--- config.mk ---
export PLATFORM = sky130hd
export DESIGN_NAME = cie_ctrl
export DESIGN_NICKNAME = d
export VERILOG_FILES = /design/src/rtl/core/cie_pkg.sv /design/src/rtl/core/cie_ctrl.sv
export SDC_FILE = /design/constraint.sdc
export NUM_CORES = 1
export LEC_CHECK = 0
export BUFFER_PORTS_ARGS = -buffer_cell sky130_fd_sc_hd__clkbuf_2
export CORE_MARGIN = 8
export CORE_UTILIZATION = 55
export DETAILED_ROUTE_END_ITERATION = 16
export MAX_ROUTING_LAYER = met4
export PLACE_DENSITY_LB_ADDON = 0.3
export SYNTH_ARGS = -nofsm -noshare
export SYNTH_HDL_FRONTEND = slang
export SYNTH_SLANG_ARGS = --single-unit
--- constraint.sdc ---
create_clock -name i_clk -period 3.3 [get_ports i_clk]
set_input_delay 0.33 -clock i_clk [delete_from_list [all_inputs] [get_ports i_clk]]
set_output_delay 0.33 -clock i_clk [all_outputs]
set_load 0.02 [all_outputs]
--- src/rtl/core/cie_pkg.sv ---
// Shared types, constants and the pair rule for the concordance index engine.
// Used by cie_ctrl, cie_dp and concordance_index_engine; no dependencies.
package cie_pkg;

    localparam int MAX_ITEMS = 1024;
    localparam int ADDR_W    = $clog2(MAX_ITEMS);
    localparam int CNT_W     = ADDR_W + 1;
    localparam int SCORE_W   = 32;
    localparam int TIME_W    = 32;
    localparam int STATUS_W  = 2;
    localparam int MODE_W    = 2;
    localparam int PAIRS_W   = 19;
    localparam int HALVES_W  = 20;
    localparam int Q16_W     = 17;
    localparam int NUM_W     = HALVES_W + 16;
    localparam int DEN_W     = PAIRS_W + 1;
    localparam int DIV_STEPS = Q16_W;
    localparam int DIVCNT_W  = $clog2(DIV_STEPS + 1);
    localparam int ENTRY_W   = SCORE_W + STATUS_W + TIME_W;

    // Outcome modes
    localparam logic [MODE_W-1:0] MODE_BINARY    = 2'd0;
    localparam logic [MODE_W-1:0] MODE_SURVIVAL  = 2'd1;
    localparam logic [MODE_W-1:0] MODE_COMPETING = 2'd2;

    // Status codes
    localparam logic [STATUS_W-1:0] ST_CENSORED  = 2'd0;
    localparam logic [STATUS_W-1:0] ST_EVENT     = 2'd1;
    localparam logic [STATUS_W-1:0] ST_COMPETING = 2'd2;

    // Pair rule outcomes
    localparam logic [1:0] RULE_NONE   = 2'd0;
    localparam logic [1:0] RULE_I_WINS = 2'd1;
    localparam logic [1:0] RULE_J_WINS = 2'd2;

    // Half-unit credits
    localparam logic [1:0] CREDIT_NONE = 2'd0;
    localparam logic [1:0] CREDIT_TIE  = 2'd1;
    localparam logic [1:0] CREDIT_WIN  = 2'd2;

    typedef struct packed {
        logic              wr_en;
        logic [ADDR_W-1:0] wr_addr;
        logic              rd_en;
        logic [ADDR_W-1:0] rd_addr;
        logic              eval;
        logic              lat_i;
        logic              clr_acc;
        logic              div_start;
        logic              out_load;
        logic              ovf;
    } t_dp_cmd;

    typedef struct packed {
        logic div_busy;
        logic out_full;
    } t_dp_sts;

    // Decide which item of a pair must hold the higher score
    function automatic logic [1:0] pair_rule(
        input logic [MODE_W-1:0]   mode,
        input logic [STATUS_W-1:0] si,
        input logic [STATUS_W-1:0] sj,
        input logic                earlier
    );
        logic [1:0] r;
        r = RULE_NONE;
        case (mode)
            MODE_BINARY: begin
                if (si == ST_EVENT && sj == ST_CENSORED) r = RULE_I_WINS;
                else if (si == ST_CENSORED && sj == ST_EVENT) r = RULE_J_WINS;
            end
            MODE_SURVIVAL: begin
                if (earlier) begin
                    if (si == ST_EVENT && (sj inside {ST_CENSORED, ST_EVENT}))
                        r = RULE_I_WINS;
                end else begin
                    if (si == ST_EVENT && sj == ST_CENSORED) r = RULE_I_WINS;
                    else if (si == ST_CENSORED && sj == ST_EVENT) r = RULE_J_WINS;
                end
            end
            MODE_COMPETING: begin
                if (earlier) begin
                    if (si == ST_EVENT && (sj inside {ST_CENSORED, ST_EVENT, ST_COMPETING}))
                        r = RULE_I_WINS;
                    else if (si == ST_COMPETING && sj == ST_EVENT)
                        r = RULE_J_WINS;
                end else begin
                    if (si == ST_EVENT && (sj inside {ST_CENSORED, ST_COMPETING}))
                        r = RULE_I_WINS;
                    else if ((si inside {ST_COMPETING, ST_CENSORED}) && sj == ST_EVENT)
                        r = RULE_J_WINS;
                end
            end
            default: r = RULE_NONE;
        endcase
        return r;
    endfunction

endpackage

--- src/rtl/core/cie_ctrl.sv ---
// Controller for the concordance index engine: loading, pair sweep, division.
// Depends on cie_pkg; drives cie_dp through t_dp_cmd and reads t_dp_sts.
module cie_ctrl (
    input  logic                 i_clk,
    input  logic                 i_rst_n,
    input  logic                 i_in_valid,
    input  logic                 i_last_item,
    output logic                 o_in_ready,
    output cie_pkg::t_dp_cmd     o_cmd,
    input  cie_pkg::t_dp_sts     i_sts
);

    localparam logic [2:0] S_LOAD     = 3'd0;
    localparam logic [2:0] S_RD_I     = 3'd1;
    localparam logic [2:0] S_LAT_I    = 3'd2;
    localparam logic [2:0] S_SWEEP    = 3'd3;
    localparam logic [2:0] S_DRAIN    = 3'd4;
    localparam logic [2:0] S_DIV_GO   = 3'd5;
    localparam logic [2:0] S_DIV_WAIT = 3'd6;

    logic [2:0]                  r_state, n_state;
    logic [cie_pkg::CNT_W-1:0]   r_cnt, n_cnt;
    logic [cie_pkg::ADDR_W-1:0]  r_i, n_i;
    logic [cie_pkg::ADDR_W-1:0]  r_j, n_j;
    logic                        r_ovf, n_ovf;
    logic                        r_drain, n_drain;

    logic                        w_accept;
    logic                        w_room;
    logic [cie_pkg::CNT_W-1:0]   w_cnt_after;
    logic [cie_pkg::CNT_W-1:0]   w_last_idx;
    logic [cie_pkg::CNT_W-1:0]   w_j_ext;
    logic [cie_pkg::CNT_W-1:0]   w_i_next_ext;

    assign o_in_ready   = (r_state == S_LOAD);
    assign w_accept     = i_in_valid && o_in_ready;
    assign w_room       = (r_cnt < cie_pkg::CNT_W'(cie_pkg::MAX_ITEMS));
    assign w_cnt_after  = r_cnt + cie_pkg::CNT_W'(w_room);
    assign w_last_idx   = r_cnt - cie_pkg::CNT_W'(1);
    assign w_j_ext      = {1'b0, r_j};
    assign w_i_next_ext = {1'b0, r_i} + cie_pkg::CNT_W'(1);

    // Sequence loading, the pair sweep and the final division
    always_comb begin
        n_state = r_state;
        n_cnt   = r_cnt;
        n_i     = r_i;
        n_j     = r_j;
        n_ovf   = r_ovf;
        n_drain = r_drain;
        o_cmd   = '0;
        o_cmd.ovf     = r_ovf;
        o_cmd.wr_addr = r_cnt[cie_pkg::ADDR_W-1:0];
        case (r_state)
            S_LOAD: begin
                if (w_accept) begin
                    o_cmd.wr_en = w_room;
                    n_cnt       = w_cnt_after;
                    if (!w_room) n_ovf = 1'b1;
                    if (i_last_item) begin
                        o_cmd.clr_acc = 1'b1;
                        n_i     = '0;
                        n_drain = 1'b0;
                        if (w_cnt_after < cie_pkg::CNT_W'(2)) n_state = S_DRAIN;
                        else n_state = S_RD_I;
                    end
                end
            end
            S_RD_I: begin
                o_cmd.rd_en   = 1'b1;
                o_cmd.rd_addr = r_i;
                n_state       = S_LAT_I;
            end
            S_LAT_I: begin
                o_cmd.lat_i = 1'b1;
                n_j         = r_i + cie_pkg::ADDR_W'(1);
                n_state     = S_SWEEP;
            end
            S_SWEEP: begin
                o_cmd.rd_en   = 1'b1;
                o_cmd.rd_addr = r_j;
                o_cmd.eval    = 1'b1;
                if (w_j_ext == w_last_idx) begin
                    if (w_i_next_ext == w_last_idx) begin
                        n_drain = 1'b0;
                        n_state = S_DRAIN;
                    end else begin
                        n_i     = r_i + cie_pkg::ADDR_W'(1);
                        n_state = S_RD_I;
                    end
                end else begin
                    n_j = r_j + cie_pkg::ADDR_W'(1);
                end
            end
            S_DRAIN: begin
                // wait for the compare and accumulate stages to empty
                n_drain = 1'b1;
                if (r_drain) n_state = S_DIV_GO;
            end
            S_DIV_GO: begin
                o_cmd.div_start = 1'b1;
                n_state         = S_DIV_WAIT;
            end
            S_DIV_WAIT: begin
                if (!i_sts.div_busy && !i_sts.out_full) begin
                    o_cmd.out_load = 1'b1;
                    n_cnt   = '0;
                    n_ovf   = 1'b0;
                    n_state = S_LOAD;
                end
            end
            default: n_state = S_LOAD;
        endcase
    end

    // Hold control state
    always_ff @(posedge i_clk) begin
        if (!i_rst_n) begin
            r_state <= S_LOAD;
            r_cnt   <= '0;
            r_i     <= '0;
            r_j     <= '0;
            r_ovf   <= 1'b0;
            r_drain <= 1'b0;
        end else begin
            r_state <= n_state;
            r_cnt   <= n_cnt;
            r_i     <= n_i;
            r_j     <= n_j;
            r_ovf   <= n_ovf;
            r_drain <= n_drain;
        end
    end

    a_cnt_bound: assert property (@(posedge i_clk) disable iff (!i_rst_n)
        r_cnt <= cie_pkg::CNT_W'(cie_pkg::MAX_ITEMS))
        else $error("item count above capacity");

    a_sweep_order: assert property (@(posedge i_clk) disable iff (!i_rst_n)
        (r_state == S_SWEEP) |-> ((r_j > r_i) && (w_j_ext < r_cnt)))
        else $error("sweep index out of order");

    a_last_closes: assert property (@(posedge i_clk) disable iff (!i_rst_n)
        (w_accept && i_last_item) |=> !o_in_ready)
        else $error("input still taken after the closing transaction");

endmodule

==> summary.md, run 1 <==
| Metric | Value |
|---|---|
| Number of max-slew violations in the final report | `0` |
| Clock latency at the later pin of the worst-skew pair | `~0.30 ns` |
| Crit path arrival time | `3.16 ns` |
| Global-route wire length before repair | `13.96 mm` |
| # nets final | `between 400 and 500` |
| Number of max-capacitance violations reported | `0` |
| Number of synthesized flops with an enable pin | `0` |
| Fraction of registers with async set or reset after synthesis | `0` |
| Remaining max-slew budget at the tightest pin | `0.4609` |
| Maximum number of pins on one net before global-route repair | `27` |
| Worst Max-Slew Pin Slew | `around 0.80 ns` |
| Proportion of layout cells with a drive suffix above 1 | `0.1529` |
| CP max-delay cell | `sky130_fd_sc_hd__dfxtp_1` |
| Core footprint | `0.005473 mm^2` |
| CP Buf/Inv Count | `1` |
| Count of warnings emitted by yosys | `0` |
| Die Span Y | `slightly above 90 um` |
| Synth Net Count | `431` |
| CTS tree | `built` |
| Post-CTS sizing | `0` |
| Boundary pin count | `35` |
| Share of synthesized area occupied by flip-flops and latches | `0.2324` |
| DRC Markers | `0` |
| Cell accounting for the most synthesized area | `sky130_fd_sc_hd__dfxtp_1` |
| Data required, critical path | `3.50 ns` |
| Half-perimeter wire length after placement | `6.256 mm` |
| Ant diodes | `0` |
| Dominant synthesized flop cell | `sky130_fd_sc_hd__dfxtp_1` |
| DRT Pass-1 Iters | `5` |
| Global-route congestion overflow total | `0` |
| Status | `finished, final reports clean` |
| Total leakage power | `1.227 nW` |
| Number of global-route vias before repair | `2,788` |
| CTS buffer count | `5` |
| Initial core utilization | `0.5665` |
| Number of input and output port buffers inserted | `34` |
| Clock Tree Buf Depth | `2` |
| Postcts setup bufs | `0` |
| Kind of start point of the critical path | `register` |
| Post-synthesis cell area | `0.003100 mm^2` |
| CP delay by family, top | `compound AO/OA/AOI/OAI gates` |
| Total GRT Usage | `0.2069` |
| Critical Path Fanout Max | `9` |
| Top cells by area in the synthesized netlist | `sky130_fd_sc_hd__dfxtp_1 (23%), sky130_fd_sc_hd__nor2_1 (7.4%), sky130_fd_sc_hd__xnor2_1 (4.8%), sky130_fd_sc_hd__a21oi_1 (4.5%), sky130_fd_sc_hd__o21ai_0 (4.2%)` |
| Number of library cell types mapped by synthesis | `69` |
| Peak supply drop | `roughly 0.00037 V` |
| Die W | `between 90 and 100 um` |
| Flops & latches, synth | `36` |
| DRC marker count from the first detailed-route iteration | `215` |
| Share of the synthesized area in the top cell type | `0.2324` |
| Sequence of cells on the critical path | `inv_1, ha_1, nor3b_2, a31oi_1, or3_1, nor4_2, a41o_2, o21ai_4, o21a_4, a211o_1` |
| Level count of the clock H-tree | `2` |
| Post-route minimum period | `2.960 ns` |
| Count of antenna-violating nets left after detailed routing | `0` |
| Antenna violations before repair | `0` |
| Delay of the slowest cell on the worst path | `approximately 0.43 ns` |
| Crit Path Class | `reg -> reg` |
| Placement Rows | `27` |
| Area of the die | `between 0.008 and 0.009 mm^2` |
| Cell area reported after detailed placement | `0.003158 mm^2` |
| Maximum achievable frequency | `0.3379 GHz` |
| Setup clock skew after layout | `roughly 0.0061 ns` |
| Number of clock sinks seen by CTS | `36` |
| Detailed-route wire length | `about 8.4 mm` |
| Count of endpoints failing hold in the final timing report | `0` |
| Nature of the critical path endpoint | `register` |
| Count of hold buffers inserted by post-cts repair | `0` |
| Synth Area per Inst | `between 7 and 8 um^2` |
| Cells after Synth | `420` |
| WL/cell | `16.87 um` |
| Final setup violation count | `0` |
| RSZ-0062 raised after global routing | `no` |
| Hold Path Class | `in -> reg` |
| Vias per std cell | `around 6` |
| Post-Route Hold Slack | `slightly below 0.4 ns` |
| Root Driver | `sky130_fd_sc_hd__clkbuf_8` |
| PD cells | `500.9 mW/mm^2` |
| Final Cycle Share | `0.8968` |
| Final-layout setup total negative slack | `0 ns` |
| Clock-pin slew on the worst setup and hold paths | `0.08 ns` |
| RePlAce Congestion | `0.9613` |
| Via count | `~3,000` |
| Summed area of non-filler cells in the final layout | `0.003269 mm^2` |
| Area Overhead vs Synth | `5.448%` |
placed cells by master, fill, tap and decap left out, types with 6 or more instances in the layout:
master                       n
sky130_fd_sc_hd__inv_1      11
sky130_fd_sc_hd__nand3_1    13
sky130_fd_sc_hd__xor2_1     13
sky130_fd_sc_hd__o2bb2ai_1   6
sky130_fd_sc_hd__buf_4       6
sky130_fd_sc_hd__a21oi_1    28
sky130_fd_sc_hd__nor2_1     61
sky130_fd_sc_hd__o21ai_0    26
sky130_fd_sc_hd__clkbuf_2   34
sky130_fd_sc_hd__nor3_1     16
sky130_fd_sc_hd__xnor2_1    17
sky130_fd_sc_hd__a31oi_1     7
sky130_fd_sc_hd__dfxtp_1    36
sky130_fd_sc_hd__mux2i_1    11
sky130_fd_sc_hd__and3_1     13
sky130_fd_sc_hd__nand2_1    30
final timing paths:
path,start,endpoint,slack (ns),depth (start not counted)
worst max-delay path,r_cnt[0],r_i[3],0.34,10
worst min-delay path,i_rst_n,r_state[2],0.39,2
worst max register to register,r_cnt[0],r_i[3],0.34,10
worst min register to register,r_ovf,r_ovf,0.52,2
synthesized netlist by cell type (2+ instances only):
cell type and number:
sky130_fd_sc_hd__nor3b_1 2, sky130_fd_sc_hd__nor2_1 61, sky130_fd_sc_hd__o41ai_1 2, sky130_fd_sc_hd__nand4b_1 3, sky130_fd_sc_hd__o311ai_1 2, sky130_fd_sc_hd__nor4_4 2
sky130_fd_sc_hd__a22oi_1 3, sky130_fd_sc_hd__o2bb2ai_1 6, sky130_fd_sc_hd__nand2_1 30, sky130_fd_sc_hd__xnor2_1 17, sky130_fd_sc_hd__nand4_1 5, sky130_fd_sc_hd__clkbuf_1 14
sky130_fd_sc_hd__dfxtp_1 36, sky130_fd_sc_hd__clkbuf_2 3, sky130_fd_sc_hd__o211ai_1 3, sky130_fd_sc_hd__nor3_1 16, sky130_fd_sc_hd__mux2i_1 11, sky130_fd_sc_hd__o21ai_0 26
sky130_fd_sc_hd__buf_6 2, sky130_fd_sc_hd__ha_1 5, sky130_fd_sc_hd__nand2b_1 5, sky130_fd_sc_hd__or3_1 3, sky130_fd_sc_hd__a22o_1 2, sky130_fd_sc_hd__xor2_1 13
sky130_fd_sc_hd__and4_1 3, sky130_fd_sc_hd__o22ai_1 5, sky130_fd_sc_hd__inv_1 11, sky130_fd_sc_hd__buf_4 15, sky130_fd_sc_hd__or4_1 4, sky130_fd_sc_hd__and2_1 2
sky130_fd_sc_hd__buf_1 3, sky130_fd_sc_hd__nand3b_1 5, sky130_fd_sc_hd__nand3_1 13, sky130_fd_sc_hd__a31oi_1 7, sky130_fd_sc_hd__and3_1 13, sky130_fd_sc_hd__clkinv_1 2
sky130_fd_sc_hd__a21oi_1 28, sky130_fd_sc_hd__buf_2 5, sky130_fd_sc_hd__nor4_2 2
state kept, by name (all words and copies together), names as in the netlist:
| name | cells |
|---|---|
| r_cnt | 11 |
| r_i | 10 |
| r_j | 10 |
| r_state | 3 |
| r_drain | 1 |
| r_ovf | 1 |
through the flow:
step	power, mW	utilization	setup slack, ns	instances
floorplan	1.113	-	0.5766	420
global placement	1.233	0.5770	0.4595	489
detailed placement	1.241	0.5770	0.3470	489
CTS	1.640	0.5974	0.3415	497
global route	1.751	0.5974	0.04696	497
finish	1.638	0.5974	0.3404	497
report_power, final:
part	total (mW)	switching, mW	internal (mW)
sequential	0.545	0.0784	0.466
clock	0.400	0.177	0.224
combinational	0.692	0.414	0.278
total	1.64	0.670	0.968
kinds of logic (layout without fill, tap and decap cells):
| kind of cell | Yosys count | after routing | synth area share |
|---|---|---|---|
| AOI/OAI and AO/OA | 100 | 100 | 0.2098 |
| xor gates and xnor gates | 31 | 31 | 0.09201 |
| adders and majority gates | 5 | 5 | 0.02018 |
| buffers and inverters | 56 | 61 | 0.09564 |
| DFF | 36 | 36 | 0.2324 |
| muxes | 12 | 12 | 0.03915 |
| and+or+nand+nor | 180 | 180 | 0.3107 |
final cells by class:
type                       instances  area [um^2]
clock buffer                       5        68.82
fill                             532         2203
sequential                        36        720.7
clock inverter                     3        42.54
timing repair buffer              40        215.2
inverter                          13        48.80
multi-input combinational        328         2083
tap                               72        90.09
worst register-to-register path, stage by stage (launching register included):
cell	delay [ns]
sky130_fd_sc_hd__dfxtp_1	0.43
sky130_fd_sc_hd__inv_1	0.11
sky130_fd_sc_hd__ha_1	0.20
sky130_fd_sc_hd__nor3b_2	0.41
sky130_fd_sc_hd__a31oi_1	0.15
sky130_fd_sc_hd__or3_1	0.39
sky130_fd_sc_hd__nor4_2	0.18
sky130_fd_sc_hd__a41o_2	0.35
sky130_fd_sc_hd__o21ai_4	0.10
sky130_fd_sc_hd__o21a_4	0.26
sky130_fd_sc_hd__a211o_1	0.28
routing by layer:
layer | part of all wire | vias to the layer above | global-route usage
met2 | 0.46 | 119 | 0.3168
met1 | 0.45 | 1410 | 0.2621
li1 | - | 1498 | -
met3 | 0.068 | 17 | 0.04527
met5 | 0 | - | -
met4 | 0.020 | 0 | 0.07094
No activity file was read; power rests on OpenSTA's default activity.
==> run 2, diff against run 1 <==
--- a/config.mk
+++ b/config.mk
@@ -6,8 +6,10 @@
 export NUM_CORES = 1
 export LEC_CHECK = 0
 export BUFFER_PORTS_ARGS = -buffer_cell sky130_fd_sc_hd__clkbuf_2
+export CELL_PAD_IN_SITES_DETAIL_PLACEMENT = 2
+export CELL_PAD_IN_SITES_GLOBAL_PLACEMENT = 2
 export CORE_MARGIN = 8
-export CORE_UTILIZATION = 55
+export CORE_UTILIZATION = 34
 export DETAILED_ROUTE_END_ITERATION = 16
 export MAX_ROUTING_LAYER = met4
 export PLACE_DENSITY_LB_ADDON = 0.3
==> run 2 against run 1 <==
Effect of this change: wire length is 36% higher; first-iteration DRC count is 53% lower; non-clock buffer count increased by 4; clock power up 3%; worst setup slack got worse by 0.088 ns; global-route usage decreased by 2.3 points; highest routed layer unchanged.
==> summary.md, run 2 (synthesis gave the netlist of run 1 again) <==
| Metric | Value |
|---|---|
| Status | `finished, final reports clean (unchanged)` |
| Ant diodes | `0 (unchanged)` |
| CP delay by family, top | `simple AND/OR/NAND/NOR gates (was compound AO/OA/AOI/OAI gates)` |
| DRC marker count from the first detailed-route iteration | `101 (was 215)` |
| Total GRT Usage | `0.1839 (was 0.2069)` |
| Peak supply drop | `0.0002130 V (was 0.0003747 V)` |
| CP max-delay cell | `sky130_fd_sc_hd__dfxtp_1 (unchanged)` |
| Antenna violations before repair | `0 (unchanged)` |
| Crit path arrival time | `3.25 ns (was 3.16 ns)` |
| RSZ-0062 raised after global routing | `no (unchanged)` |
| Via count | `3,138 (was 3,044)` |
| Clock Tree Buf Depth | `2 (unchanged)` |
| Die Span Y | `111.5 um (was 91.08 um)` |
| Global-route congestion overflow total | `0 (unchanged)` |
| Count of antenna-violating nets left after detailed routing | `0 (unchanged)` |
| Number of max-slew violations in the final report | `0 (unchanged)` |
| Nature of the critical path endpoint | `register (unchanged)` |
| Remaining max-slew budget at the tightest pin | `0.3742 (was 0.4609)` |
| Half-perimeter wire length after placement | `8.581 mm (was 6.256 mm)` |
| Hold-critical path depth | `2 (unchanged)` |
| Most frequent cells in the layout | `sky130_fd_sc_hd__nor2_1 (61), sky130_fd_sc_hd__dfxtp_1 (36), sky130_fd_sc_hd__clkbuf_2 (34), sky130_fd_sc_hd__nand2_1 (30), sky130_fd_sc_hd__a21oi_1 (28) (unchanged)` |
| Number of global-route vias before repair | `3,335 (was 2,788)` |
| Worst reg2reg endpoint | `r_j[6] (was r_i[3])` |
| Launch point of the worst reg-to-reg path | `r_cnt[1] (was r_cnt[0])` |
| Clock latency at the later pin of the worst-skew pair | `0.29 ns (was 0.30 ns)` |
| Area of the die | `0.01243 mm^2 (was 0.008296 mm^2)` |
| DRT Pass-1 Iters | `4 (was 5)` |
| Global-route wire length before repair | `18.25 mm (was 13.96 mm)` |
| Worst-case reg-to-reg path depth | `10 (unchanged)` |
| Slack of the worst reg-to-reg path | `0.25 ns (was 0.34 ns)` |
| Setup clock skew after layout | `0.004412 ns (was 0.006127 ns)` |
| CTS buffer count | `5 (unchanged)` |
| Worst Hold End | `r_state[2] (unchanged)` |
| Largest registers | `r_cnt: 11 flops, r_i: 10 flops, r_j: 10 flops (unchanged)` |
| DRC Markers | `0 (unchanged)` |
| Maximum number of pins on one net before global-route repair | `27 (unchanged)` |
| Die W | `111.5 um (was 91.08 um)` |
| Setup crit start | `r_cnt[1] (was r_cnt[0])` |
| Number of clock sinks seen by CTS | `36 (unchanged)` |
| Final cell utilization of the core | `0.3714 (was 0.5974)` |
| Number of flip-flops under the largest register name | `11 (unchanged)` |
| Crit Path Class | `reg -> reg (unchanged)` |
| Area Overhead vs Synth | `8.071% (was 5.448%)` |
| Clock-pin slew on the worst setup and hold paths | `0.08 ns (about the same)` |
| Initial core utilization | `0.3437 (was 0.5665)` |
| Total leakage power | `1.250 nW (was 1.227 nW)` |
| Boundary pin count | `35 (unchanged)` |
| Final non-filler cell total | `540 (was 497)` |
| Maximum achievable frequency | `0.3281 GHz (was 0.3379 GHz)` |
| Final setup violation count | `0 (unchanged)` |
| Post-route minimum period | `3.048 ns (was 2.960 ns)` |
| Level count of the clock H-tree | `2 (unchanged)` |
| CP Buf/Inv Count | `1 (unchanged)` |
| Worst Max-Slew Pin Slew | `0.9330 ns (was 0.8037 ns)` |
| Data required, critical path | `3.50 ns (about the same)` |
| Detailed-route wire length | `11.41 mm (was 8.385 mm)` |
| Kind of start point of the critical path | `register (unchanged)` |
| Proportion of layout cells with a drive suffix above 1 | `0.1585 (was 0.1529)` |
| Count of endpoints failing hold in the final timing report | `0 (unchanged)` |
| Number of max-capacitance violations reported | `0 (unchanged)` |
| Delay of the slowest cell on the worst path | `0.55 ns (was 0.43 ns)` |
| Core footprint | `0.009021 mm^2 (was 0.005473 mm^2)` |
| Number of input and output port buffers inserted | `34 (unchanged)` |
| Root Driver | `sky130_fd_sc_hd__clkbuf_8 (unchanged)` |
| WL/cell | `21.14 um (was 16.87 um)` |
| RePlAce Congestion | `0.9225 (was 0.9613)` |
| Vias per std cell | `5.811 (was 6.125)` |
| # nets final | `439 (was 435)` |
| Postcts setup bufs | `0 (unchanged)` |
| Hold Path Origin | `i_rst_n (unchanged)` |
| Post-Route Hold Slack | `0.3813 ns (was 0.3910 ns)` |
| Final Cycle Share | `0.9235 (was 0.8968)` |
| Final-layout setup total negative slack | `0 ns (unchanged)` |
| Number of fill cells in the layout | `1,100 (was 532)` |
| Cell Count Post-Placement | `532 (was 489)` |
| Setup WS pre-CTS | `0.2789 ns (was 0.3470 ns)` |
| Hold Path Class | `in -> reg (unchanged)` |
| CTS tree | `built (unchanged)` |
| Register ranked first by flip-flop count | `r_cnt (unchanged)` |
| Leading cell type in the layout, fill and taps excluded | `sky130_fd_sc_hd__nor2_1 (unchanged)` |
| Sequence of cells on the critical path | `inv_1, ha_1, xnor2_1, xor2_1, nand4b_1, nor4_2, a41o_2, and2b_1, o21ai_0, a21oi_1 (was inv_1, ha_1, nor3b_2, a31oi_1, or3_1, nor4_2, a41o_2, o21ai_4, o21a_4, a211o_1)` |
| Placement Rows | `35 (was 27)` |
| PD cells | `513.4 mW/mm^2 (was 500.9 mW/mm^2)` |
| Setup WS post-layout | `0.2525 ns (was 0.3404 ns)` |
| Critical Path Fanout Max | `9 (unchanged)` |
==> run 2: how the worst max path moves through the flow <==
stage | end | slack [ns] | cells after the start
after floorplan | r_i[3] | 0.58 | 12
after global placement | r_i[3] | 0.46 | 10
after CTS | r_i[0] | 0.23 | 10
after global routing | r_j[9] | 0.02 | 10
after detailed placement | r_j[6] | 0.28 | 10
final | r_j[6] | 0.25 | 10
==> run 2: stage by stage <==
step / total power [mW] / cell area (um^2)
after global routing: 1.835 / 3351
after floorplan: 1.113 / 3100
after global placement: 1.283 / 3237
after detailed placement: 1.313 / 3237
after CTS: 1.739 / 3344
final: 1.720 / 3351
==> run 2: cell type report <==
class / count / area, um^2 / share of cell area
multi-input combinational: 328 / 2090 / 0.6236
sequential: 36 / 720.7 / 0.2151
timing repair buffer: 44 / 245.2 / 0.07319
tap: 111 / 138.9 / 0.04145
clock buffer: 6 / 72.57 / 0.02166
inverter: 13 / 48.80 / 0.01456
clock inverter: 2 / 35.03 / 0.01046
==> run 2: metal layers <==
layer / vias to the layer above / GRT usage / wire length (um)
met3: 22 / 0.02419 / 422
met4: 0 / 0.06667 / 276
met2: 67 / 0.3074 / 5674
met1: 1547 / 0.2209 / 5041
met5: - / - / 0
li1: 1502 / - / -
==> run 2: worst reg2reg max path, cell delays in order, from the launching register on <==
cell                       delay, ns
sky130_fd_sc_hd__dfxtp_1        0.55
sky130_fd_sc_hd__inv_1          0.09
sky130_fd_sc_hd__ha_1           0.24
sky130_fd_sc_hd__xnor2_1        0.35
sky130_fd_sc_hd__xor2_1         0.22
sky130_fd_sc_hd__nand4b_1       0.16
sky130_fd_sc_hd__nor4_2         0.30
sky130_fd_sc_hd__a41o_2         0.36
sky130_fd_sc_hd__and2b_1        0.36
sky130_fd_sc_hd__o21ai_0        0.17
sky130_fd_sc_hd__a21oi_1        0.16
==> run 2: power by group <==
part / leakage, nW / internal (mW) / switching, mW
Combinational: 0.904 / 0.296 / 0.489
Clock: 0.0552 / 0.225 / 0.186
Sequential: 0.291 / 0.466 / 0.0573
==> run 2: timing repair <==
action,CTS,global route
setup endpoints to repair,0,1
hold buffers,0,0
gates resized for setup,0,1
